### config.mk
export PLATFORM = sky130hd
export DESIGN_NAME = hex_color_string_decoder
export DESIGN_NICKNAME = d
export VERILOG_FILES = /design/src/rtl/core/hcd_pkg.sv /design/src/rtl/core/hcd_front.sv /design/src/rtl/core/hcd_queue.sv /design/src/rtl/core/hcd_back.sv /design/src/rtl/core/hex_color_string_decoder.sv
export SDC_FILE = /design/constraint.sdc
export NUM_CORES = 1
export LEC_CHECK = 0
export BUFFER_PORTS_ARGS = -buffer_cell sky130_fd_sc_hd__buf_2
export CELL_PAD_IN_SITES_DETAIL_PLACEMENT = 1
export CELL_PAD_IN_SITES_GLOBAL_PLACEMENT = 1
export CORE_MARGIN = 5
export CORE_UTILIZATION = 48
export CTS_CLUSTER_SIZE = 20
export DETAILED_ROUTE_END_ITERATION = 10
export PLACE_DENSITY = 0.77
export SLEW_MARGIN = 15
export SYNTH_ARGS = -nofsm -noshare
export SYNTH_HDL_FRONTEND = slang
export SYNTH_SLANG_ARGS = --single-unit
### constraint.sdc
create_clock -name clk -period 3.2 [get_ports clk]
set_clock_uncertainty 0.1 [all_clocks]
set_input_delay 0.32 -clock clk [delete_from_list [all_inputs] [get_ports clk]]
set_output_delay 0.32 -clock clk [all_outputs]
set_load 0.05 [all_outputs]
### src/rtl/core/hcd_pkg.sv
package hcd_pkg;

  localparam int STORE_DEPTH = 8;
  localparam int STORE_IDX_W = $clog2(STORE_DEPTH);
  localparam int COUNT_W = 4;

  localparam logic [COUNT_W-1:0] COUNT_MAX = 4'd15;
  localparam logic [7:0] CH_HASH = 8'h23;
  localparam logic [3:0] NIB_ZERO = 4'h0;
  localparam logic [3:0] NIB_FULL = 4'hf;
  localparam logic [7:0] ALPHA_OPAQUE = 8'hff;

  // Length codes that select a color layout
  localparam logic [COUNT_W-1:0] LEN_RGB = 4'd3;
  localparam logic [COUNT_W-1:0] LEN_RGBA = 4'd4;
  localparam logic [COUNT_W-1:0] LEN_RRGGBB = 4'd6;
  localparam logic [COUNT_W-1:0] LEN_RRGGBBAA = 4'd8;

  // Classified character: valid flag plus nibble value
  typedef struct packed {
    logic       hex;
    logic [3:0] val;
  } hcd_digit_t;

  // One queue entry from front to back
  typedef struct packed {
    logic       cnt;
    hcd_digit_t digit;
    logic       last;
    logic       ok;
  } hcd_entry_t;

  typedef struct packed {
    logic       ok;
    logic [7:0] red;
    logic [7:0] green;
    logic [7:0] blue;
    logic [7:0] alpha;
  } hcd_result_t;

  function automatic hcd_digit_t hcd_classify(input logic [7:0] c);
    hcd_digit_t d;
    d.hex = 1'b0;
    d.val = NIB_ZERO;
    if (c >= 8'h30 && c <= 8'h39) begin
      d.hex = 1'b1;
      d.val = 4'(c - 8'h30);
    end else if (c >= 8'h41 && c <= 8'h46) begin
      d.hex = 1'b1;
      d.val = 4'(c - 8'h37);
    end else if (c >= 8'h61 && c <= 8'h66) begin
      d.hex = 1'b1;
      d.val = 4'(c - 8'h57);
    end
    return d;
  endfunction

  function automatic logic [3:0] hcd_nibble(input hcd_digit_t d, input logic is_alpha);
    logic [3:0] n;
    if (d.hex) begin
      n = d.val;
    end else begin
      n = is_alpha ? NIB_FULL : NIB_ZERO;
    end
    return n;
  endfunction

endpackage

### src/rtl/core/hcd_front.sv
module hcd_front import hcd_pkg::*; (
  input  logic       clk,
  input  logic       rst_n,
  input  logic       acc,
  input  logic [7:0] ch,
  input  logic       has_char,
  input  logic       last,
  output logic       push,
  output hcd_entry_t entry
);

  logic at_start_r;
  logic at_start_nxt;
  logic is_hash;

  // Classify the character and decide whether it counts
  always_comb begin
    is_hash = at_start_r && (ch == CH_HASH);
    entry.cnt = has_char && !is_hash;
    entry.digit = hcd_classify(ch);
    entry.last = last;
    entry.ok = !at_start_r || has_char;
    push = acc && (entry.cnt || last);
  end

  // Track start of string
  always_comb begin
    at_start_nxt = at_start_r;
    if (acc) begin
      if (last) begin
        at_start_nxt = 1'b1;
      end else if (has_char) begin
        at_start_nxt = 1'b0;
      end
    end
  end

  always_ff @(posedge clk) begin
    if (!rst_n) begin
      at_start_r <= 1'b1;
    end else begin
      at_start_r <= at_start_nxt;
    end
  end

endmodule

### src/rtl/core/hcd_queue.sv
module hcd_queue import hcd_pkg::*; (
  input  logic       clk,
  input  logic       rst_n,
  input  logic       push,
  input  hcd_entry_t push_entry,
  input  logic       pop,
  output logic       q_valid,
  output hcd_entry_t q_entry,
  output logic       full
);

  hcd_entry_t mem_r [2];
  logic       wr_ptr_r;
  logic       rd_ptr_r;
  logic [1:0] fill_r;
  logic [1:0] fill_nxt;

  // Write the incoming item
  always_ff @(posedge clk) begin
    if (push) begin
      mem_r[wr_ptr_r] <= push_entry;
    end
  end

  always_comb begin
    fill_nxt = fill_r;
    if (push && !pop) begin
      fill_nxt = fill_r + 2'd1;
    end else if (!push && pop) begin
      fill_nxt = fill_r - 2'd1;
    end
  end

  // Advance pointers and fill level
  always_ff @(posedge clk) begin
    if (!rst_n) begin
      wr_ptr_r <= 1'b0;
      rd_ptr_r <= 1'b0;
      fill_r <= 2'd0;
    end else begin
      if (push) begin
        wr_ptr_r <= !wr_ptr_r;
      end
      if (pop) begin
        rd_ptr_r <= !rd_ptr_r;
      end
      fill_r <= fill_nxt;
    end
  end

  assign q_valid = (fill_r != 2'd0);
  assign q_entry = mem_r[rd_ptr_r];
  assign full = (fill_r == 2'd2);

endmodule

### src/rtl/core/hcd_back.sv
module hcd_back import hcd_pkg::*; (
  input  logic        clk,
  input  logic        rst_n,
  input  logic        q_valid,
  input  hcd_entry_t  q_entry,
  output logic        pop,
  output logic        out_valid,
  input  logic        out_stall,
  output hcd_result_t res
);

  logic [COUNT_W-1:0] count_r;
  logic [COUNT_W-1:0] count_nxt;
  hcd_digit_t         store_r [STORE_DEPTH];
  hcd_digit_t         store_nxt [STORE_DEPTH];
  logic               wr_en;
  logic               out_valid_r;
  hcd_result_t        res_r;
  hcd_result_t        res_nxt;
  logic               emit;

  // Pop unless a finishing item meets a full, stalled output
  assign pop = q_valid && (!q_entry.last || !out_valid_r || !out_stall);
  assign emit = pop && q_entry.last;
  assign wr_en = pop && q_entry.cnt && !count_r[COUNT_W-1];

  // Count digits, saturating
  always_comb begin
    count_nxt = count_r;
    if (pop && q_entry.cnt && count_r != COUNT_MAX) begin
      count_nxt = count_r + 4'd1;
    end
  end

  // Store view including the digit arriving now
  always_comb begin
    for (int i = 0; i < STORE_DEPTH; i++) begin
      store_nxt[i] = store_r[i];
    end
    if (wr_en) begin
      store_nxt[count_r[STORE_IDX_W-1:0]] = q_entry.digit;
    end
  end

  always_ff @(posedge clk) begin
    if (wr_en) begin
      store_r[count_r[STORE_IDX_W-1:0]] <= q_entry.digit;
    end
  end

  // Decode the color from the stored digits
  always_comb begin
    res_nxt.ok = q_entry.ok;
    res_nxt.red = 8'h00;
    res_nxt.green = 8'h00;
    res_nxt.blue = 8'h00;
    res_nxt.alpha = ALPHA_OPAQUE;
    if (!q_entry.ok) begin
      res_nxt.alpha = 8'h00;
    end else if (count_nxt == LEN_RGB || count_nxt == LEN_RGBA) begin
      res_nxt.red = {2{hcd_nibble(store_nxt[0], 1'b0)}};
      res_nxt.green = {2{hcd_nibble(store_nxt[1], 1'b0)}};
      res_nxt.blue = {2{hcd_nibble(store_nxt[2], 1'b0)}};
      if (count_nxt == LEN_RGBA) begin
        res_nxt.alpha = {2{hcd_nibble(store_nxt[3], 1'b1)}};
      end
    end else if (count_nxt == LEN_RRGGBB || count_nxt == LEN_RRGGBBAA) begin
      res_nxt.red = {hcd_nibble(store_nxt[0], 1'b0), hcd_nibble(store_nxt[1], 1'b0)};
      res_nxt.green = {hcd_nibble(store_nxt[2], 1'b0), hcd_nibble(store_nxt[3], 1'b0)};
      res_nxt.blue = {hcd_nibble(store_nxt[4], 1'b0), hcd_nibble(store_nxt[5], 1'b0)};
      if (count_nxt == LEN_RRGGBBAA) begin
        res_nxt.alpha = {hcd_nibble(store_nxt[6], 1'b1), hcd_nibble(store_nxt[7], 1'b1)};
      end
    end
  end

  // Count register, cleared after a finishing item
  always_ff @(posedge clk) begin
    if (!rst_n) begin
      count_r <= '0;
    end else if (emit) begin
      count_r <= '0;
    end else begin
      count_r <= count_nxt;
    end
  end

  // Output register: load on finish, drop when taken
  always_ff @(posedge clk) begin
    if (!rst_n) begin
      out_valid_r <= 1'b0;
    end else if (emit) begin
      out_valid_r <= 1'b1;
    end else if (!out_stall) begin
      out_valid_r <= 1'b0;
    end
  end

  always_ff @(posedge clk) begin
    if (emit) begin
      res_r <= res_nxt;
    end
  end

  assign out_valid = out_valid_r;
  assign res = res_r;

endmodule

### src/rtl/core/hex_color_string_decoder.sv
// An accepted final item is written into the queue, then popped into the output register that drives out_valid.
// Throughput: one item per cycle while in_stall is low; a 2-entry queue parts the character front end
// from the digit store and decode, and the output register parts decode from out_stall.
// Reset: synchronous, active low; clears start flag, digit count, queue and output valid.
// The digit store is not reset; only digits written in the current string are read.
module hex_color_string_decoder import hcd_pkg::*; (
  input  logic       clk,
  input  logic       rst_n,
  input  logic       in_valid,
  output logic       in_stall,
  input  logic [7:0] in_ch,
  input  logic       in_has_char,
  input  logic       in_last,
  output logic       out_valid,
  input  logic       out_stall,
  output logic       out_ok,
  output logic [7:0] out_red,
  output logic [7:0] out_green,
  output logic [7:0] out_blue,
  output logic [7:0] out_alpha_out
);

  logic        acc;
  logic        push;
  hcd_entry_t  push_entry;
  logic        pop;
  logic        q_valid;
  hcd_entry_t  q_entry;
  logic        q_full;
  hcd_result_t res;

  assign in_stall = q_full;
  assign acc = in_valid && !in_stall;

  hcd_front u_front (
    .clk      (clk),
    .rst_n    (rst_n),
    .acc      (acc),
    .ch       (in_ch),
    .has_char (in_has_char),
    .last     (in_last),
    .push     (push),
    .entry    (push_entry)
  );

  hcd_queue u_queue (
    .clk        (clk),
    .rst_n      (rst_n),
    .push       (push),
    .push_entry (push_entry),
    .pop        (pop),
    .q_valid    (q_valid),
    .q_entry    (q_entry),
    .full       (q_full)
  );

  hcd_back u_back (
    .clk       (clk),
    .rst_n     (rst_n),
    .q_valid   (q_valid),
    .q_entry   (q_entry),
    .pop       (pop),
    .out_valid (out_valid),
    .out_stall (out_stall),
    .res       (res)
  );

  assign out_ok = res.ok;
  assign out_red = res.red;
  assign out_green = res.green;
  assign out_blue = res.blue;
  assign out_alpha_out = res.alpha;

endmodule

==> impl_metrics.yaml, run 1 <==
die:
  die_w_um: 109
  core-area_um2: 9680
  die_area_um2: 11900
  start_util_pct: 48.6
  io_pins: 49
  die_h_um: 109
  rows: 36
clock_network:
  cts_tree: "done"
  ctsHtreeMaxLevel: 3
  cts_made_buffers: 9
  cts_setup_buffers: 0
  clock-sinks: 100
  clk_latency_ns: 0.36
  cts.path.max_buffers: 2
  path_clk_slew_ns: 0.10
  clockRootBuffer: "clkbuf_8"
  cts_hold_buf: 0
  cts_resized: 0
logic_synthesis:
  syn_avg_cell_area_um2: 13.3
  yosysTopAreaCellShare_pct: 56.7
  async_reset_ff_share_pct: 0
  ys_top_cells_by_count: "edfxtp_1, a21oi_1, mux2i_1"
  syn-num-nets: 375
  synth.top_cells.by_area: "edfxtp_1, mux2i_1, dfxtp_1"
  synthCells: 355
  netlist_area_um2: 4710
  ys_ff_latch: 100
  synth_most_common_cell: "edfxtp_1"
  synth-edff-count: 89
  ys_types: 55
  yosys.area.top_type: "edfxtp_1"
  yosys_warnings: 0
  yosysSeqAreaShare_pct: 61.4
  synthFlopType: "edfxtp_1"
min_path:
  hp-class: "in2reg"
  worstHoldStart: "in_last"
sta:
  hold_violations: 0
  slew_headroom_pct: 51.7
  fin_crit_sh_pct: 88.6
  slew_violations: 0
  max_freq_mhz: 353
  tightest_slew_ns: 0.721
  fin_setup_tns_ns: 0
  setup_viol: 0
  fin_crit_ns: 2.83
  rsz0062_at_grt: "false"
detailed_routing:
  ant_nets: 0
  drt_pass1_iterations: 4
  route.detailed.drc: 0
  drt-total-wl_mm: 10.0
  vias_per_cell: 5.56
  vias: 3069
  drt_iter0_drc: 118
  wl_per_cell_um: 18.2
global_routing:
  grt_use_total_pct: 17.8
  grtUsageMet3_pct: 2.07
  grt_pass1_vias: 3191
  busiest_layer: "met2"
  grt_use_met2_pct: 32.7
  overflow: 0
  grt_pass1_wl_mm: 16.3
  grtUsageMet1_pct: 21.7
  grt_max_degree: 34
  antenna_found_initial: 0
placed_design:
  port_buffers: 48
  place_hpwl_mm: 7.34
  place_congestion: 0.824
run_status:
  status: "finished, final reports clean"
setup_path:
  cp-start-kind: "register"
  worstPathArrival_ns: 2.82
  cp_max_fo: 24
  required_ns: 3.19
  cp-end-kind: "register"
  crit_type: "reg2reg"
cells_and_area:
  areaGrowthSynthToFinish_pct: 12.9
  antenna_cells: 0
  final_nets: 434
  drive_gt1_share_pct: 24.3
power:
  p_total_mw: 3.82
  ir_drop_mv: 0.322
  power_density_nw_per_um2: 717
  leakagePower_nw: 1.81
flow_run:
  drv_cap: 0
cell usage in the layout, fill, tap and decap left out, types with 10 or more instances in the layout:
| master | count |
|---|---|
| inv_1 | 10 |
| dfxtp_1 | 11 |
| edfxtp_1 | 89 |
| nand3_1 | 13 |
| nor2_1 | 25 |
| buf_4 | 15 |
| nand2_1 | 16 |
| a21oi_1 | 28 |
| o22ai_1 | 19 |
| buf_2 | 48 |
| mux2i_1 | 26 |
worst paths after layout:
check,cells past startpoint,slack [ns],endpoint
setup / recovery,7,0.37,u_back.res[14]
hold / removal,1,0.08,u_queue.mem_r[1][1]
setup reg to reg,7,0.37,u_back.res[14]
hold reg to reg,2,0.40,u_front.at_start_r
report_power, final:
group          internal, mW  switching, mW  leakage [nW]
Clock                 0.292          0.437        0.0864
Combinational         0.340          0.976         0.810
Sequential             1.70         0.0690         0.916
cell type report:
class | instances | area (um^2)
Clock inverter | 6 | 48.8
Fill cell | 995 | 4370
Inverter | 10 | 37.5
Timing Repair Buffer | 63 | 353
Sequential cell | 100 | 2890
Clock buffer | 10 | 128
Multi-Input combinational cell | 230 | 1690
Tap cell | 133 | 166
metrics by stage:
step	utilization (%)	instances	cell area, um^2	hold WS, ns	setup WS, ns
floorplan	-	355	4710	0.292	0.534
global placement	53.1	536	5140	0.381	0.460
detailed placement	53.1	536	5140	0.390	0.369
CTS	54.9	552	5320	0.0739	0.344
global route	54.9	552	5320	0.0721	0.209
finish	54.9	552	5320	0.0837	0.366
critical path: stages (launching register included):
cell and delay [ns]:
dfxtp_1 0.43, buf_4 0.22, mux2_4 0.33, o2111ai_1 0.15
mux2i_1 0.35, mux4_2 0.60, nand2_4 0.23, o22ai_1 0.16
metal layers:
layer	part of all wire [%]	vias to the layer above	routed length, um
met5	0	-	0
met3	3.8	2	383
li1	-	1485	-
met2	53	60	5340
met4	0.37	0	37
met1	43	1522	4280
registers in the layout, summed over array words and instances, names as in the netlist, named ones only:
signal,flops
u_queue.rd_ptr_r,1
u_front.at_start_r,1
u_queue.fill_r,2
u_queue.mem_r,16
u_back.out_valid,1
u_queue.wr_ptr_r,1
u_back.store_r,40
u_back.res,33
u_back.count_r,4
cell families after synthesis:
logic type | share of synthesized area [%]
adders and majority gates | 1.59
and+or+nand+nor | 13.3
buffers and inverters | 2.66
DFF | 61.4
xor gates and xnor gates | 0.744
AOI/OAI and AO/OA | 10.6
muxes | 9.75
Note: power is estimated with default switching activity, not from simulation.
==> run 2, diff against run 1 <==
Clock period 3.2 ns to 3.05 ns, I/O delays scaled along.
==> run 2 against run 1 <==
Against the previous run: count of clock-buffer cells in the layout unchanged; critical path type unchanged; sequential power up 5%; register-to-register slack worse by 0.17 ns; non-clock buffer count up 1; critical path depth down 1; worst setup slack worse by 0.17 ns; design area up 0.14%; core utilization up 0.078 points; sequential share of layout area down 0.077 points; wire length down 1.9%.
==> impl_metrics.yaml, run 2 (synthesized netlist as in run 1, its figures left out) <==
detailed_routing:
  ant_nets: 0
  route.detailed.drc: 0
  top_layer_used: "met4"
  vias: 3052
  drt-met1-wl_mm: 4.10
  wl_met2_mm: 5.23
  vias_per_cell: 5.52
  drt_pass1_iterations: 4
  wl_per_cell_um: 17.8
  drt-total-wl_mm: 9.84
  wl_met3_um: 400
  drt_iter0_drc: 109
clock_network:
  clk_latency_ns: 0.35
  ctsHtreeMaxLevel: 3
  cts_tree: "done"
  path_clk_slew_ns: 0.10
  cts.path.max_buffers: 2
  clock-sinks: 100
  cts_hold_buf: 0
  cts_made_buffers: 9
  cts_resized: 0
  clockRootBuffer: "clkbuf_8"
  cts_setup_buffers: 0
die:
  start_util_pct: 48.6
  core-area_um2: 9680
  rows: 36
  die_h_um: 109
  die_w_um: 109
  die_area_um2: 11900
  io_pins: 49
setup_path:
  reg2reg_to: "u_back.res[8]"
  required_ns: 3.04
  worstPathCellList: "ha_1 > o2111ai_1 > mux2i_1 > mux4_2 > nand2_4 > o32ai_1"
  reg2regPathDepth: 6
  cp_max_fo: 24
  crit_path_top_delay_cell: "mux4_2"
  critPathMaxStageDelay_ns: 0.61
  cp-start-kind: "register"
  r2r-start: "u_back.count_r[1]"
  worst-path-buf-inv: 0
  crit_type: "reg2reg"
  worstPathArrival_ns: 2.85
  r2r_setup_slack_ns: 0.19
  cp-end-kind: "register"
  cp_top_family: "multiplexers"
min_path:
  hold_depth: 1
  holdPathEnd: "u_queue.mem_r[0][1]"
  worstHoldStart: "in_last"
  hp-class: "in2reg"
global_routing:
  grt_pass1_wl_mm: 15.8
  overflow: 0
  grt_pass1_vias: 3144
  antenna_found_initial: 0
  grt_use_total_pct: 17.6
  grt_max_degree: 34
cells_and_area:
  final_common_cell: "edfxtp_1"
  areaGrowthSynthToFinish_pct: 13.1
  final_nets: 435
  antenna_cells: 0
  drive_gt1_share_pct: 24.5
  final_cell_mix: "edfxtp_1, buf_2, a21oi_1"
  fin_cells: 553
  largest_reg_flops: 40
placed_design:
  port_buffers: 48
  place_congestion: 0.821
  place_hpwl_mm: 7.36
  place_inst: 537
sta:
  setup_viol: 0
  hold_violations: 0
  tightest_slew_ns: 0.693
  rsz0062_at_grt: "false"
  max_freq_mhz: 350
  fin_setup_tns_ns: 0
  fin_crit_sh_pct: 93.6
  holdWs_ns: 0.0671
  fin_crit_ns: 2.86
  slew_headroom_pct: 53.6
  slew_violations: 0
power:
  p_total_mw: 4.01
  power_density_nw_per_um2: 753
  ir_drop_mv: 0.482
  leakagePower_nw: 1.82
flow_run:
  drv_cap: 0
run_status:
  status: "finished, final reports clean"
-- run 2: changes by cell type in the layout (fill, tap and decap cells not counted) --
cell	delta
buf_4	+1
-- run 2: per-stage QoR --
stage               instance area [um^2]  setup slack [ns]  util, %
global placement                    5150             0.381     53.2
CTS                                 5330             0.207     55.0
global route                        5330            0.0533     55.0
detailed placement                  5150             0.259     53.2
finish                              5330             0.195     55.0
floorplan                           4710             0.384        -
-- run 2: routing by layer --
metal	vias to the layer above	GRT usage (%)
li1	1489	-
met1	1492	20.4
met2	62	32.9
met3	9	3.14
met4	0	5.05
met5	-	0
-- run 2: area by class of cell --
| class | count | area (um^2) |
|---|---|---|
| fill | 1014 | 4360 |
| sequential | 100 | 2890 |
| multi-input combinational | 230 | 1690 |
| timing repair buffer | 64 | 360 |
| tap | 133 | 166 |
| clock buffer | 10 | 128 |
| clock inverter | 6 | 48.8 |
| inverter | 10 | 37.5 |
-- run 2: power by group --
part           leakage, nW  switching [mW]  total, mW  internal (mW)
Combinational        0.816            1.02       1.39          0.366
Sequential           0.916          0.0771       1.86           1.79
Clock               0.0864           0.449      0.755          0.306
Total                 1.82            1.55       4.01           2.46
-- run 2: worst max-delay path by stage --
stage                      startpoint        endpoint  cells after the start
finish              u_back.count_r[1]   u_back.res[8]                      6
CTS                 u_back.count_r[1]   u_back.res[8]                      6
global route        u_back.count_r[1]  u_back.res[10]                      6
floorplan            u_back.out_valid  u_back.res[10]                      7
global placement    u_back.count_r[1]  u_back.res[10]                      7
detailed placement  u_back.count_r[1]   u_back.res[8]                      6
==> run 3, diff against run 2 <==
Settings changed: CORE_UTILIZATION 48 to 52, PLACE_DENSITY 0.77 to 0.83.
Clock period 3.05 ns to 3.6 ns, I/O delays scaled along.
==> run 3 against run 2 <==
Against the previous run: power fell by 14%; via count rose by 1.9%; die area fell by 7.0%; critical path type unchanged.
==> impl_metrics.yaml, run 3 (synthesized netlist as in run 1, its figures left out) <==
run_status:
  status: "finished, final reports clean"
die:
  die_h_um: 105
  die_w_um: 105
  rows: 34
  core-area_um2: 8760
  die_area_um2: 11100
  io_pins: 49
  start_util_pct: 53.8
cells_and_area:
  largest_reg_flops: 40
  final_nets: 432
  final_common_cell: "edfxtp_1"
  areaGrowthSynthToFinish_pct: 12.2
  drive_gt1_share_pct: 24.0
  n_fill_cell: 873
  final_util_pct: 60.3
  antenna_cells: 0
  final_cell_mix: "edfxtp_1, buf_2, a21oi_1"
detailed_routing:
  wl_per_cell_um: 19.7
  drt_iter0_drc: 191
  vias: 3110
  drt-total-wl_mm: 10.3
  ant_nets: 0
  drt_pass1_iterations: 4
  route.detailed.drc: 0
  vias_per_cell: 5.94
clock_network:
  clk_latency_ns: 0.36
  clockRootBuffer: "clkbuf_8"
  clock-sinks: 100
  cts_setup_buffers: 0
  cts.path.max_buffers: 2
  cts_tree: "done"
  cts_resized: 0
  path_clk_slew_ns: 0.10
  cts_hold_buf: 0
  cts_made_buffers: 9
  ctsHtreeMaxLevel: 3
setup_path:
  cp_top_family: "multiplexers"
  reg2reg_to: "u_back.res[17]"
  reg2regPathDepth: 7
  worst-path-buf-inv: 1
  cp-start-kind: "register"
  worstPathArrival_ns: 2.95
  crit_type: "reg2reg"
  worstPathCellList: "mux2i_4 > o211ai_4 > nor4_4 > buf_4 > mux2i_1 > or3b_1 > o22ai_1"
  critPathMaxStageDelay_ns: 0.67
  cp-end-kind: "register"
  r2r_setup_slack_ns: 0.66
  required_ns: 3.60
  crit_path_top_delay_cell: "dfxtp_1"
  cp_max_fo: 13
sta:
  fin_setup_tns_ns: 0
  holdWs_ns: 0.128
  rsz0062_at_grt: "false"
  setup_viol: 0
  fin_crit_ns: 2.94
  fin_crit_sh_pct: 81.7
  tightest_slew_ns: 0.715
  max_freq_mhz: 340
  hold_violations: 0
  slew_violations: 0
  slew_headroom_pct: 52.1
placed_design:
  place_hpwl_mm: 7.44
  place_congestion: 0.862
  port_buffers: 48
global_routing:
  grt_pass1_wl_mm: 16.8
  grt_pass1_vias: 3247
  antenna_found_initial: 0
  grt_use_total_pct: 19.1
  grt_max_degree: 34
  overflow: 0
power:
  leakagePower_nw: 1.81
  ir_drop_mv: 0.328
  power_density_nw_per_um2: 651
min_path:
  hold_depth: 1
  worstHoldStart: "in_last"
  holdPathEnd: "u_queue.mem_r[0][1]"
  hp-class: "in2reg"
flow_run:
  drv_cap: 0
[run 3: power by group]
group	internal [mW]	leakage (nW)	switching (mW)
logic	0.298	0.801	0.864
clock network	0.321	0.0890	0.373
registers	1.51	0.916	0.0730
[run 3: metrics by stage]
| step | std cells | cell area, um^2 | worst slack (ns) | power, mW |
|---|---|---|---|---|
| 6_report | 524 | 5290 | 0.659 | 3.44 |
| 5_1_grt | 524 | 5290 | 0.464 | 3.63 |
| 4_1_cts | 524 | 5290 | 0.643 | 3.48 |
| 3_5_place_dp | 509 | 5100 | 0.650 | 2.78 |
| 3_3_place_gp | 509 | 5100 | 0.748 | 2.73 |
| 2_1_floorplan | 355 | 4710 | 0.934 | 2.49 |
[run 3: metal layers]
layer / track usage (%) / vias to the layer above / wire [um]
met3: 3.27 / 15 / 402
met4: 7.03 / 0 / 207
met2: 34.5 / 75 / 5430
met1: 22.7 / 1542 / 4260
met5: 0 / - / 0
li1: - / 1478 / -
[run 3: worst max path at each step]
stage	slack, ns	to	startpoint	cells after the start
3_3_place_gp	0.75	u_back.res[17]	register	7
6_report	0.66	u_back.res[17]	register	7
5_1_grt	0.46	u_back.res[17]	register	7
4_1_cts	0.64	u_back.res[17]	register	7
3_5_place_dp	0.65	u_back.res[17]	register	7
2_1_floorplan	0.93	u_back.res[10]	u_back.out_valid	7
[run 3: worst register-to-register path: stages, from the launching register on]
cell and delay [ns]:
dfxtp_1 0.67, mux2i_4 0.38, o211ai_4 0.23, nor4_4 0.26
buf_4 0.23, mux2i_1 0.49, or3b_1 0.22, o22ai_1 0.11
[run 3: layout make-up]
class | count | area [um^2] | area share [%]
clock buffer | 10 | 128 | 2.41
sequential | 100 | 2890 | 54.7
timing repair buffer | 61 | 338 | 6.39
clock inverter | 5 | 62.6 | 1.18
inverter | 10 | 37.5 | 0.710
tap | 108 | 135 | 2.56
multi-input combinational | 230 | 1690 | 32.0
